### config.mk
export PLATFORM = sky130hd
export DESIGN_NAME = bmhq_ram
export DESIGN_NICKNAME = d
export VERILOG_FILES = /design/src/hw/rtl/bmhq_ram.sv
export SDC_FILE = /design/constraint.sdc
export NUM_CORES = 2
export LEC_CHECK = 0
export BUFFER_PORTS_ARGS = -buffer_cell sky130_fd_sc_hd__buf_2
export CORE_ASPECT_RATIO = 0.9
export CORE_UTILIZATION = 50
export CTS_BUF_LIST = sky130_fd_sc_hd__clkbuf_8
export CTS_CLUSTER_SIZE = 25
export DETAILED_ROUTE_END_ITERATION = 12
export PLACE_DENSITY_LB_ADDON = 0.25
export RECOVER_POWER = 100
export SYNTH_ARGS = -nofsm -noshare
export SYNTH_HDL_FRONTEND = slang
export SYNTH_SLANG_ARGS = --single-unit
### constraint.sdc
create_clock -name clock -period 4.5 [get_ports clock]
set_clock_uncertainty 0.2 [all_clocks]
set_input_delay 0.225 -clock clock [delete_from_list [all_inputs] [get_ports clock]]
set_output_delay 0.225 -clock clock [all_outputs]
set_load 0.05 [all_outputs]
### src/hw/rtl/bmhq_ram.sv
`default_nettype none

module bmhq_ram #(
   parameter int WIDTH = 32,
   parameter int DEPTH = 128
) (
   input  wire logic                     clock,
   input  wire logic                     wr_en,
   input  wire logic [$clog2(DEPTH)-1:0] wr_addr,
   input  wire logic [WIDTH-1:0]         wr_data,
   input  wire logic                     rd_en,
   input  wire logic [$clog2(DEPTH)-1:0] rd_addr,
   output logic      [WIDTH-1:0]         rd_data
);

   logic [WIDTH-1:0] mem_ff [DEPTH];
   logic [WIDTH-1:0] rd_data_ff;

   // One write port, one registered read port
   always_ff @(posedge clock) begin
      if (wr_en) begin
         mem_ff[wr_addr] <= wr_data;
      end
      if (rd_en) begin
         rd_data_ff <= mem_ff[rd_addr];
      end
   end

   assign rd_data = rd_data_ff;

endmodule

`default_nettype wire

==> results.py <==
metrics = {
    "floorplan": {
        "num_rows": 194,
        "dieHeight_um": 533,
        "io_pins": 81,
        "start_util_pct": 50.4,
        "dieArea_um2": 315000,
        "die_w_um": 592,
        "core_area_um2": 311000,
    },
    "setup_path": {
        "arrival_ns": 4.52,
        "crit_path_top_delay_cell": "dlymetal6s2s_1",
        "crit_type": "in2reg",
        "path_cells": "dlygate4sd3_1, clkbuf_1, nor2b_1, nand3_1, buf_4, nor3_1, dlymetal6s2s_1",
        "cp_max_fo": 32,
        "critPathRequiredTime_ns": 4.91,
        "cp-end-kind": "flip-flop",
        "max_stage_delay_ns": 1.98,
        "crit_family": "buffers and inverters",
        "critPathLaunchType": "input pin",
        "cp.buffers_inverters": 4,
    },
    "timing": {
        "fmax_mhz": 243,
        "layout_setup_ws_ns": 0.387,
        "worst_pin_slew_ns": 3.43,
        "hold_viol_final": 0,
        "drv_slew": 3756,
        "setup_tns_ns": 0,
        "setup_viol": 0,
        "fin_crit_sh_pct": 91.4,
        "rsz0062_at_grt": "no",
        "layout_min_cycle_time_ns": 4.11,
        "relSlewSlack_pct": -129,
    },
    "clocking": {
        "cts.path.max_buffers": 4,
        "clock_latency_ns": 1.09,
        "cts_buffers": 632,
        "cts_resized": 0,
        "numClockSinks": 4128,
        "cts_hold_buffers": 54,
        "root_buffer": "clkbuf_8",
        "cts_tree": "built",
        "post_cts_buffers": 0,
        "clk_pin_slew_ns": 0.06,
        "htreeDepth": 6,
    },
    "pwr": {
        "intPower_mw": 58.8,
        "p_leak_nw": 54.7,
        "swShare_pct": 22.4,
        "power.density_nw_per_um2": 429,
        "peakVddDrop_mv": 0.376,
        "power_frac_clock_pct": 37.9,
        "total_power_mw": 75.7,
        "p_sw_mw": 16.9,
        "combPwrFrac_pct": 5.7,
        "pwr-share-seq_pct": 56.4,
    },
    "logic_synthesis": {
        "syn_area_um2": 157000,
        "synth.top_cell.area_share_pct": 79.2,
        "yosysTopAreaCell": "edfxtp_1",
        "syn_nets": 6039,
        "ys_warn_count": 0,
        "ys_types": 16,
        "synth.avg_cell_area_um2": 26.1,
        "seq_area_frac_synth_pct": 79.2,
        "yosys-top-cells-area": "edfxtp_1 79%, mux4_2 19%, clkbuf_1 0.44%",
        "ys_ff_latch": 4128,
        "synth_cells": 5990,
    },
    "route": {
        "vias_per_cell": 6.42,
        "dr.first_iter.drc_count": 10500,
        "drc": 0,
        "avgRoutedWirePerCell_um": 36.1,
        "ant_nets": 0,
        "vias": 73000,
        "firstDrtPassIters": 5,
        "totalWireLength_mm": 411,
    },
    "finish": {
        "drive_gt1_share_pct": 34.8,
        "final_util_pct": 56.7,
        "final_cell_mix": "4128 x edfxtp_1, 1344 x mux4_2, 658 x clkbuf_8, 202 x inv_1, 148 x clkinv_1",
        "fin_cells": 11400,
        "syn_to_final_growth_pct": 12.6,
        "nNetsFinal": 6818,
        "final_common_cell": "edfxtp_1",
    },
    "run_status": {
        "status": "finished, violations left",
        "failed_checks": "capacitance limit, slew limit",
    },
    "global_route": {
        "grt_pass1_wl_mm": 571,
        "grt_antenna_before_repair": 60,
        "grt_util_all_layers_pct": 26.3,
        "grt_max_degree": 129,
        "grt_pass1_vias": 73400,
        "grt_overflow": 0,
    },
    "placed_design": {
        "gp_congestion": 0.841,
        "place_inst": 10200,
        "place.port_buffers": 80,
        "dp_hpwl_mm": 228,
        "dp_slack_ns": 0.454,
    },
    "hold_path": {
        "min_path_type": "in2reg",
    },
    "flow_run": {
        "drv_cap": 78,
    },
}
==> worst min-delay path: stages <==
cell,delay (ns)
buf_8,0.25
mux4_2,0.32
mux4_2,0.23
mux2_2,0.13
==> registers in the layout, indices dropped and copies added (netlist names) <==
signal	count
mem_ff	4096
rd_data	32
==> kinds of logic after synthesis <==
| group | after synthesis | share of synthesized area, % |
|---|---|---|
| DFF | 4128 | 79.2 |
| muxes | 1376 | 19.6 |
| buffers and inverters | 316 | 0.837 |
| and+or+nand+nor | 170 | 0.445 |
==> synthesized netlist by cell type (all sizes together) <==
library cell  number
nand2             14
nor3               9
buf              134
or3                1
nand2b             2
nand4              3
nor2b              7
clkbuf           182
edfxtp          4128
mux2              32
nand3             12
mux4            1344
nor2             122
==> power groups by stage <==
stage,sequential [mW],combinational [mW],clock [mW]
2_1_floorplan,43.5,2.05,0
3_3_place_gp,43.4,4.23,0
5_1_grt,42.7,4.47,30.8
4_1_cts,42.6,4.36,29.2
6_report,42.7,4.31,28.7
3_5_place_dp,43.4,4.30,0
==> per-layer routing <==
layer | vias to the layer above | wire length, um | GRT usage (%)
met2 | 4626 | 189000 | 39.6
li1 | 28100 | - | -
met4 | 16 | 12000 | 7.21
met1 | 39700 | 160000 | 38.8
met5 | - | 194 | 0
met3 | 615 | 49600 | 6.63
==> area by class of cell <==
cell class                      count  area (um^2)
Antenna cell                       38         95.1
Clock buffer                      658         9060
Clock inverter                    437         2330
Fill cell                       22100       135000
Multi-Input combinational cell   1546        32000
Sequential cell                  4128       124000
Tap cell                         4116         5150
Timing Repair Buffer              461         3830
==> path summary, 6_finish.rpt <==
kind | cells after the start | slack [ns] | to | startpoint
min reg2reg | 4 | 1.01 | rd_data[5] | mem_ff[68][5]
max | 7 | 0.39 | mem_ff[76][15] | wr_addr[3]
min | 4 | 0.08 | rd_data[22] | rd_addr[4]
max reg2reg | 5 | 0.99 | rd_data[29] | mem_ff[82][29]
==> per-stage QoR <==
stage,cell area [um^2],hold WS [ns]
CTS,177000,0.00393
detailed placement,165000,0.497
global route,176000,0.0131
global placement,165000,0.479
finish,176000,0.0824
floorplan,157000,0.124
No activity file was read; power rests on OpenSTA's default activity.
