--- config.mk ---
export PLATFORM = sky130hd
export DESIGN_NAME = bmhq_ctrl
export DESIGN_NICKNAME = d
export VERILOG_FILES = /design/src/hw/rtl/bmhq_pkg.sv /design/src/hw/rtl/bmhq_ctrl.sv
export SDC_FILE = /design/constraint.sdc
export NUM_CORES = 1
export LEC_CHECK = 0
export BUFFER_PORTS_ARGS = -buffer_cell sky130_fd_sc_hd__clkbuf_2
export CAP_MARGIN = 20
export CELL_PAD_IN_SITES_DETAIL_PLACEMENT = 1
export CELL_PAD_IN_SITES_GLOBAL_PLACEMENT = 2
export CORE_AREA = 3 3 179 181
export CTS_BUF_LIST = sky130_fd_sc_hd__clkbuf_16
export CTS_CLUSTER_SIZE = 40
export DETAILED_ROUTE_END_ITERATION = 10
export DIE_AREA = 0 0 182 184
export HOLD_SLACK_MARGIN = 0.08
export PLACE_DENSITY = 0.77
export SLEW_MARGIN = 20
export SYNTH_ARGS = -nofsm -noshare
export SYNTH_HDL_FRONTEND = slang
export SYNTH_SLANG_ARGS = --single-unit
--- constraint.sdc ---
create_clock -name clock -period 6.5 [get_ports clock]
set_clock_uncertainty 0.2 [all_clocks]
set_input_delay 0.975 -clock clock [delete_from_list [all_inputs] [get_ports clock]]
set_output_delay 0.975 -clock clock [all_outputs]
set_load 0.01 [all_outputs]
--- src/hw/rtl/bmhq_pkg.sv ---
`default_nettype none

package bmhq_pkg;

   // Default heap depth
   localparam int CAPACITY_DEF = 128;

   // Field widths
   localparam int DATA_W   = 32;
   localparam int STATUS_W = 2;
   localparam int COUNT_W  = 8;

   // Operation codes
   localparam logic OP_INSERT = 1'b0;
   localparam logic OP_REMOVE = 1'b1;

   // Status codes
   localparam logic [STATUS_W-1:0] STAT_OK    = 2'd0;
   localparam logic [STATUS_W-1:0] STAT_EMPTY = 2'd1;
   localparam logic [STATUS_W-1:0] STAT_FULL  = 2'd2;

   // Result of one transaction, handed from the sequencer to the output stage
   typedef struct packed {
      logic [COUNT_W-1:0]       count;
      logic signed [DATA_W-1:0] removed_value;
      logic [STATUS_W-1:0]      status;
   } result_type;

endpackage

`default_nettype wire

--- src/hw/rtl/bmhq_ctrl.sv ---
`default_nettype none

module bmhq_ctrl
   import bmhq_pkg::*;
#(
   parameter int CAPACITY = CAPACITY_DEF
) (
   input  wire logic                        clock,
   input  wire logic                        reset,
   // incoming transaction
   input  wire logic                        req_valid,
   output logic                             req_ready,
   input  wire logic                        req_op,
   input  wire logic signed [DATA_W-1:0]    req_value,
   // finished result
   output logic                             res_valid,
   input  wire logic                        res_ready,
   output result_type                       res,
   // heap memory
   output logic                             mem_wr_en,
   output logic [$clog2(CAPACITY)-1:0]      mem_wr_addr,
   output logic signed [DATA_W-1:0]         mem_wr_data,
   output logic                             mem_rd_en,
   output logic [$clog2(CAPACITY)-1:0]      mem_rd_addr,
   input  wire logic signed [DATA_W-1:0]    mem_rd_data
);

   localparam int IW = $clog2(CAPACITY);
   localparam int CW = $clog2(CAPACITY + 1);
   localparam int LW = IW + 2;

   // Sequencer states
   localparam logic [3:0] S_IDLE  = 4'd0;
   localparam logic [3:0] S_UP    = 4'd1;
   localparam logic [3:0] S_UPFIN = 4'd2;
   localparam logic [3:0] S_ROOT  = 4'd3;
   localparam logic [3:0] S_LAST  = 4'd4;
   localparam logic [3:0] S_DNL   = 4'd5;
   localparam logic [3:0] S_DNR   = 4'd6;
   localparam logic [3:0] S_DNFIN = 4'd7;
   localparam logic [3:0] S_RESP  = 4'd8;

   logic [3:0]               state_ff,   state_in;
   logic [CW-1:0]            count_ff,   count_in;
   logic [IW-1:0]            hole_ff,    hole_in;
   logic [IW-1:0]            lidx_ff,    lidx_in;
   logic signed [DATA_W-1:0] val_ff,     val_in;
   logic signed [DATA_W-1:0] left_ff,    left_in;
   logic signed [DATA_W-1:0] removed_ff, removed_in;
   logic [STATUS_W-1:0]      status_ff,  status_in;

   logic [IW-1:0]            parent_idx;
   logic [LW-1:0]            right_idx;
   logic [LW-1:0]            next_left;
   logic [LW-1:0]            count_ext;
   logic                     do_move;
   logic [IW-1:0]            move_idx;
   logic signed [DATA_W-1:0] move_val;

   // Index arithmetic around the hole
   assign parent_idx = (hole_ff - IW'(1)) >> 1;
   assign right_idx  = LW'(lidx_ff) + LW'(1);
   assign next_left  = {1'b0, move_idx, 1'b1};
   assign count_ext  = LW'(count_ff);

   assign res.status        = status_ff;
   assign res.removed_value = removed_ff;
   assign res.count         = COUNT_W'(count_ff);

   // Sift sequencer: the moving value stays in val_ff, the memory sees only the hole moves
   always_comb begin
      state_in    = state_ff;
      count_in    = count_ff;
      hole_in     = hole_ff;
      lidx_in     = lidx_ff;
      val_in      = val_ff;
      left_in     = left_ff;
      removed_in  = removed_ff;
      status_in   = status_ff;
      req_ready   = 1'b0;
      res_valid   = 1'b0;
      mem_wr_en   = 1'b0;
      mem_wr_addr = hole_ff;
      mem_wr_data = val_ff;
      mem_rd_en   = 1'b0;
      mem_rd_addr = '0;
      do_move     = 1'b0;
      move_idx    = lidx_ff;
      move_val    = mem_rd_data;

      case (state_ff)
         S_IDLE: begin
            req_ready = 1'b1;
            if (req_valid) begin
               status_in  = STAT_OK;
               removed_in = '0;
               if (req_op == OP_INSERT) begin
                  if (count_ff == CW'(CAPACITY)) begin
                     status_in = STAT_FULL;
                     state_in  = S_RESP;
                  end else begin
                     val_in   = req_value;
                     hole_in  = IW'(count_ff);
                     count_in = count_ff + CW'(1);
                     if (count_ff == '0) begin
                        mem_wr_en   = 1'b1;
                        mem_wr_addr = '0;
                        mem_wr_data = req_value;
                        state_in    = S_RESP;
                     end else begin
                        mem_rd_en   = 1'b1;
                        mem_rd_addr = IW'((count_ff - CW'(1)) >> 1);
                        state_in    = S_UP;
                     end
                  end
               end else begin
                  if (count_ff == '0) begin
                     status_in = STAT_EMPTY;
                     state_in  = S_RESP;
                  end else begin
                     mem_rd_en   = 1'b1;
                     mem_rd_addr = '0;
                     count_in    = count_ff - CW'(1);
                     state_in    = S_ROOT;
                  end
               end
            end
         end

         // parent value in mem_rd_data
         S_UP: begin
            mem_wr_en = 1'b1;
            if (mem_rd_data < val_ff) begin
               mem_wr_data = mem_rd_data;
               hole_in     = parent_idx;
               if (parent_idx == '0) begin
                  state_in = S_UPFIN;
               end else begin
                  mem_rd_en   = 1'b1;
                  mem_rd_addr = (parent_idx - IW'(1)) >> 1;
               end
            end else begin
               state_in = S_RESP;
            end
         end

         S_UPFIN: begin
            mem_wr_en = 1'b1;
            state_in  = S_RESP;
         end

         // root value in mem_rd_data
         S_ROOT: begin
            removed_in = mem_rd_data;
            if (count_ff == '0) begin
               state_in = S_RESP;
            end else begin
               mem_rd_en   = 1'b1;
               mem_rd_addr = IW'(count_ff);
               state_in    = S_LAST;
            end
         end

         // last entry in mem_rd_data, it becomes the moving value
         S_LAST: begin
            val_in  = mem_rd_data;
            hole_in = '0;
            if (count_ff >= CW'(2)) begin
               mem_rd_en   = 1'b1;
               mem_rd_addr = IW'(1);
               lidx_in     = IW'(1);
               state_in    = S_DNL;
            end else begin
               mem_wr_en   = 1'b1;
               mem_wr_addr = '0;
               mem_wr_data = mem_rd_data;
               state_in    = S_RESP;
            end
         end

         // left child value in mem_rd_data
         S_DNL: begin
            left_in = mem_rd_data;
            if (right_idx < count_ext) begin
               mem_rd_en   = 1'b1;
               mem_rd_addr = IW'(right_idx);
               state_in    = S_DNR;
            end else if (val_ff < mem_rd_data) begin
               do_move  = 1'b1;
               move_idx = lidx_ff;
               move_val = mem_rd_data;
            end else begin
               mem_wr_en = 1'b1;
               state_in  = S_RESP;
            end
         end

         // right child value in mem_rd_data, left one in left_ff
         S_DNR: begin
            if (left_ff < mem_rd_data) begin
               move_idx = IW'(right_idx);
               move_val = mem_rd_data;
            end else begin
               move_idx = lidx_ff;
               move_val = left_ff;
            end
            if (val_ff < move_val) begin
               do_move = 1'b1;
            end else begin
               mem_wr_en = 1'b1;
               state_in  = S_RESP;
            end
         end

         S_DNFIN: begin
            mem_wr_en = 1'b1;
            state_in  = S_RESP;
         end

         S_RESP: begin
            res_valid = 1'b1;
            if (res_ready) begin
               state_in = S_IDLE;
            end
         end

         default: begin
            state_in = S_IDLE;
         end
      endcase

      // Child moves up into the hole; fetch the next left child if there is one
      if (do_move) begin
         mem_wr_en   = 1'b1;
         mem_wr_data = move_val;
         hole_in     = move_idx;
         if (next_left < count_ext) begin
            mem_rd_en   = 1'b1;
            mem_rd_addr = IW'(next_left);
            lidx_in     = IW'(next_left);
            state_in    = S_DNL;
         end else begin
            state_in = S_DNFIN;
         end
      end
   end

   // Control state
   always_ff @(posedge clock) begin
      if (reset) begin
         state_ff <= S_IDLE;
         count_ff <= '0;
      end else begin
         state_ff <= state_in;
         count_ff <= count_in;
      end
   end

   // Working registers
   always_ff @(posedge clock) begin
      hole_ff    <= hole_in;
      lidx_ff    <= lidx_in;
      val_ff     <= val_in;
      left_ff    <= left_in;
      removed_ff <= removed_in;
      status_ff  <= status_in;
   end

endmodule

`default_nettype wire

==> results.md <==
* Kind of end point of the critical path: primary output
* Routed wire length at 41,400 µm
* Reg2Reg Depth at 25
* Area grow syn2layout at 40.8%
* Io pins at roughly 160
* Final nets at around 1.5k
* Hold Path Cell Cnt at 2
* # port buffers at 160
* Leak at between 6 and 7 nW
* First-pass GRT wire length at approximately 60,000 µm
* Antenna violations before repair at 0
* Largest cells by area after synthesis: edfxtp_1 31%, ha_1 14%, o221ai_2 5.1%
* Fmax at 140 MHz
* Register area at roughly 3500 µm²
* Post-synth EDFFs at ~110
* Iteration-0 DRC Markers at 622
* Status: finished, violations left
* Top cell type's share of synthesized area at a little under a third
* First-pass iteration count of the detailed router at 6
* Starting Density at 32.8%
* # fillers at 3,460
* Htree depth at 4
* Max FO, Critical Path at 14
* Clock sink count at around 120
* Internal power at roughly 0.0033 W
* CP Launch Type: input pin
* Diode count at 0
* Tcrit/Tclk final at 110%
* Die Wd at roughly 180 µm
* RSZ-0062 raised after global routing: true
* Clock Latency Late Sink at ~0.44 ns
* Via count at between 9k and 10k
* Die Y-Extent at ~180 µm
* Vias in the first global route at slightly above 10k
* Hold WC Path Type: reg -> reg
* Critical Setup Path Class: in -> out
* Normalized max-slew margin at between 30 and 40%
* CTS root buf: clkbuf_16
* Flop pwr share at 23.5%
* Gpl congestion at between 0.9 and 1
* Crit path launch: mem_rd_data[17]
* Setup Slack @ Placement at -1.15 ns
* Largest net degree at the start of global routing at 71
* Worst slew pin tran at roughly 1.0 ns
* CP Data Arrival Time at 5.99 ns
* Final Hold Fails at 0
* GRT Residual Overflow at 0
* Slew Viols, Final at 0
* Syn avg cell area at approximately 9.7 µm²
* Commonest register cell after synthesis: edfxtp_1
* Reg clk slew, reported paths at 0.06 ns
* Synth cell types at 80
* Wire length per cell at between 20 and 25 µm
* Final TNS setup at -22.76 ns
* Area of the multi-input gates at about 6800 µm²
* Failing checks: setup timing
* Number of core rows at 64
* Mapped cell area at 10,000 µm²
* Post-synthesis cell count at about 1.0k
* Final worst path period need at roughly 7.2 ns
* NetSw at between 0.002 and 0.003 W
* Comb pwr share at between 50% and 60%
* Dpl cell area at ~12,000 µm²
* Residual DRC at 0
* Setup Viol. Count Final at 40
* CP required at roughly 5.3 ns
* Register area share after synthesis at roughly a third
* Post-route cell area at 14,100 µm²
* Die area at around 33,000 µm²
* Final antenna-violating net count at 0
* Gr usage total at a little under a quarter
* Peak supply drop at approximately 210 µV
* Max cap viols at 0
* CTS Buf Count at 17
* Final HPWL from detailed placement at about 29,000 µm
* Fraction of layout cells with a size suffix above 1 at approximately 39%
* Largest area contributor in the netlist: edfxtp_1
* Clock share of power at 17.0%
* R2r startpoint: left_ff[6]
* Switch share at between 40% and 50%
* Via density at between 5 and 6
* Final worst setup slack at -0.666 ns
* Hold Path Origin: lidx_ff[1]
* Synth warn at 0
* Number of synthesized register bits at between 100 and 150
* TritonCTS clock tree: yes
* Syn Nets at 1,212
* Core area at a little over 30,000 µm²
* Bufs on Longest Clock Path at 2
* Pwr dens at between 400 and 500 nW/µm²
* Synth async-reset ratio at 0%
placed cells by master (no fill, tap or decap), drive strengths merged, types with 11 or more instances in the layout:
cell / n
a22o: 31
a21o: 23
nand3: 29
a211oi: 11
xnor2: 17
dfxtp: 19
nand4: 51
xor2: 13
edfxtp: 105
nand2b: 37
nor2: 74
o21ai: 61
a21oi: 34
clkbuf: 147
inv: 67
buf: 218
o221ai: 34
mux2i: 47
nor3: 14
ha: 112
nand2: 82
worst max-delay path: stages:
cell and delay [ns]:
buf_6 0.10, inv_4 0.05, ha_4 0.20, a21o_1 0.16
a221o_1 0.41, a211oi_4 0.28, buf_4 0.15, buf_4 0.09
o211ai_1 0.16, o21ai_4 0.13, buf_6 0.16, buf_12 0.14
mux2i_4 0.29, ha_4 0.24, a21o_1 0.17, a21o_1 0.18
a21oi_2 0.19, buf_4 0.15, o22ai_4 0.09, buf_6 0.14
o2111ai_4 0.09, nand2_2 0.12, buf_6 0.13, a311o_2 0.45
buf_4 0.24, nand4_1 0.19, o221ai_2 0.13, clkbuf_2 0.14
metal layers:
layer	GRT usage (%)	vias up	routed length, µm
li1	-	4566	-
met5	0	-	0
met2	37.7	280	19500
met4	8.44	0	892
met1	31.6	4974	19200
met3	4.04	59	1740
logic make-up (layout without fill, tap and decap cells):
family          Yosys count  after routing  share of synthesized area, %
compound gates          259            259                          21.2
simple gates            335            335                          16.8
mux                      51             51                          5.17
fa+ha+maj               112            112                          14.0
xor+xnor                 30             30                          2.62
flops                   124            124                          35.2
buf+inv                 120            442                          4.99
registers in the layout (all words and copies together) (netlist names):
| register | count |
|---|---|
| count_ff | 8 |
| state_ff | 4 |
| removed_ff | 32 |
| left_ff | 32 |
| hole_ff | 7 |
| val_ff | 32 |
| status_ff | 2 |
| lidx_ff | 7 |
through the flow:
stage | util, % | total power (W) | instances | hold WS [ns]
detailed placement | 40.1 | 0.00454 | 1679 | 0.313
CTS | 44.3 | 0.00572 | 1735 | 0.317
global route | 46.2 | 0.00624 | 1749 | 0.345
finish | 46.2 | 0.00586 | 1749 | 0.326
floorplan | - | 0.00333 | 1031 | 0.268
global placement | 40.0 | 0.00446 | 1678 | 0.296
cell usage after synthesis (all sizes together) (4+ instances only):
cell and instances:
o21a 7, clkbuf 42, a22o 31, o2111ai 4, a222oi 7, nor3 14
edfxtp 105, a21oi 34, nand2b 37, nor2b 5, o21ai 61, buf 16
and2 9, o211ai 5, nand4 51, or3 5, nor2 74, dfxtp 19
o221ai 34, inv 61, a21o 23, ha 112, mux2 4, and3 7
a31oi 9, xnor2 17, mux2i 47, nand3 29, xor2 13, nand2 82
nor4 7, a211oi 11
final timing paths:
check,end,slack [ns]
worst max-delay path,mem_wr_data[31],-0.67
worst min-delay path,lidx_ff[1],0.33
worst max register to register,hole_ff[6],0.63
worst min register to register,lidx_ff[1],0.33
power groups by stage:
stage               registers, W  clock network (W)  logic, W
floorplan                0.00131                  0   0.00201
global placement         0.00138                  0   0.00308
detailed placement       0.00138                  0   0.00316
CTS                      0.00137            0.00101   0.00334
global route             0.00140            0.00104   0.00380
finish                   0.00138           0.000998   0.00348
timing repair:
item	CTS	global route
gates resized for setup	86	112
setup endpoints to repair	48	40
hold endpoints to repair	0	0
setup buffers	24	13
hold buffers	0	0
cloned	2	2
pin swaps	40	43
cell type report:
class	instances	area share (%)
clock buffer	17	3.01
clock inverter	15	1.17
inverter	62	1.75
multi-input combinational	787	47.9
sequential	124	25.0
tap	396	3.51
timing repair buffer	348	17.7
Note: power is estimated with default switching activity, not from simulation.
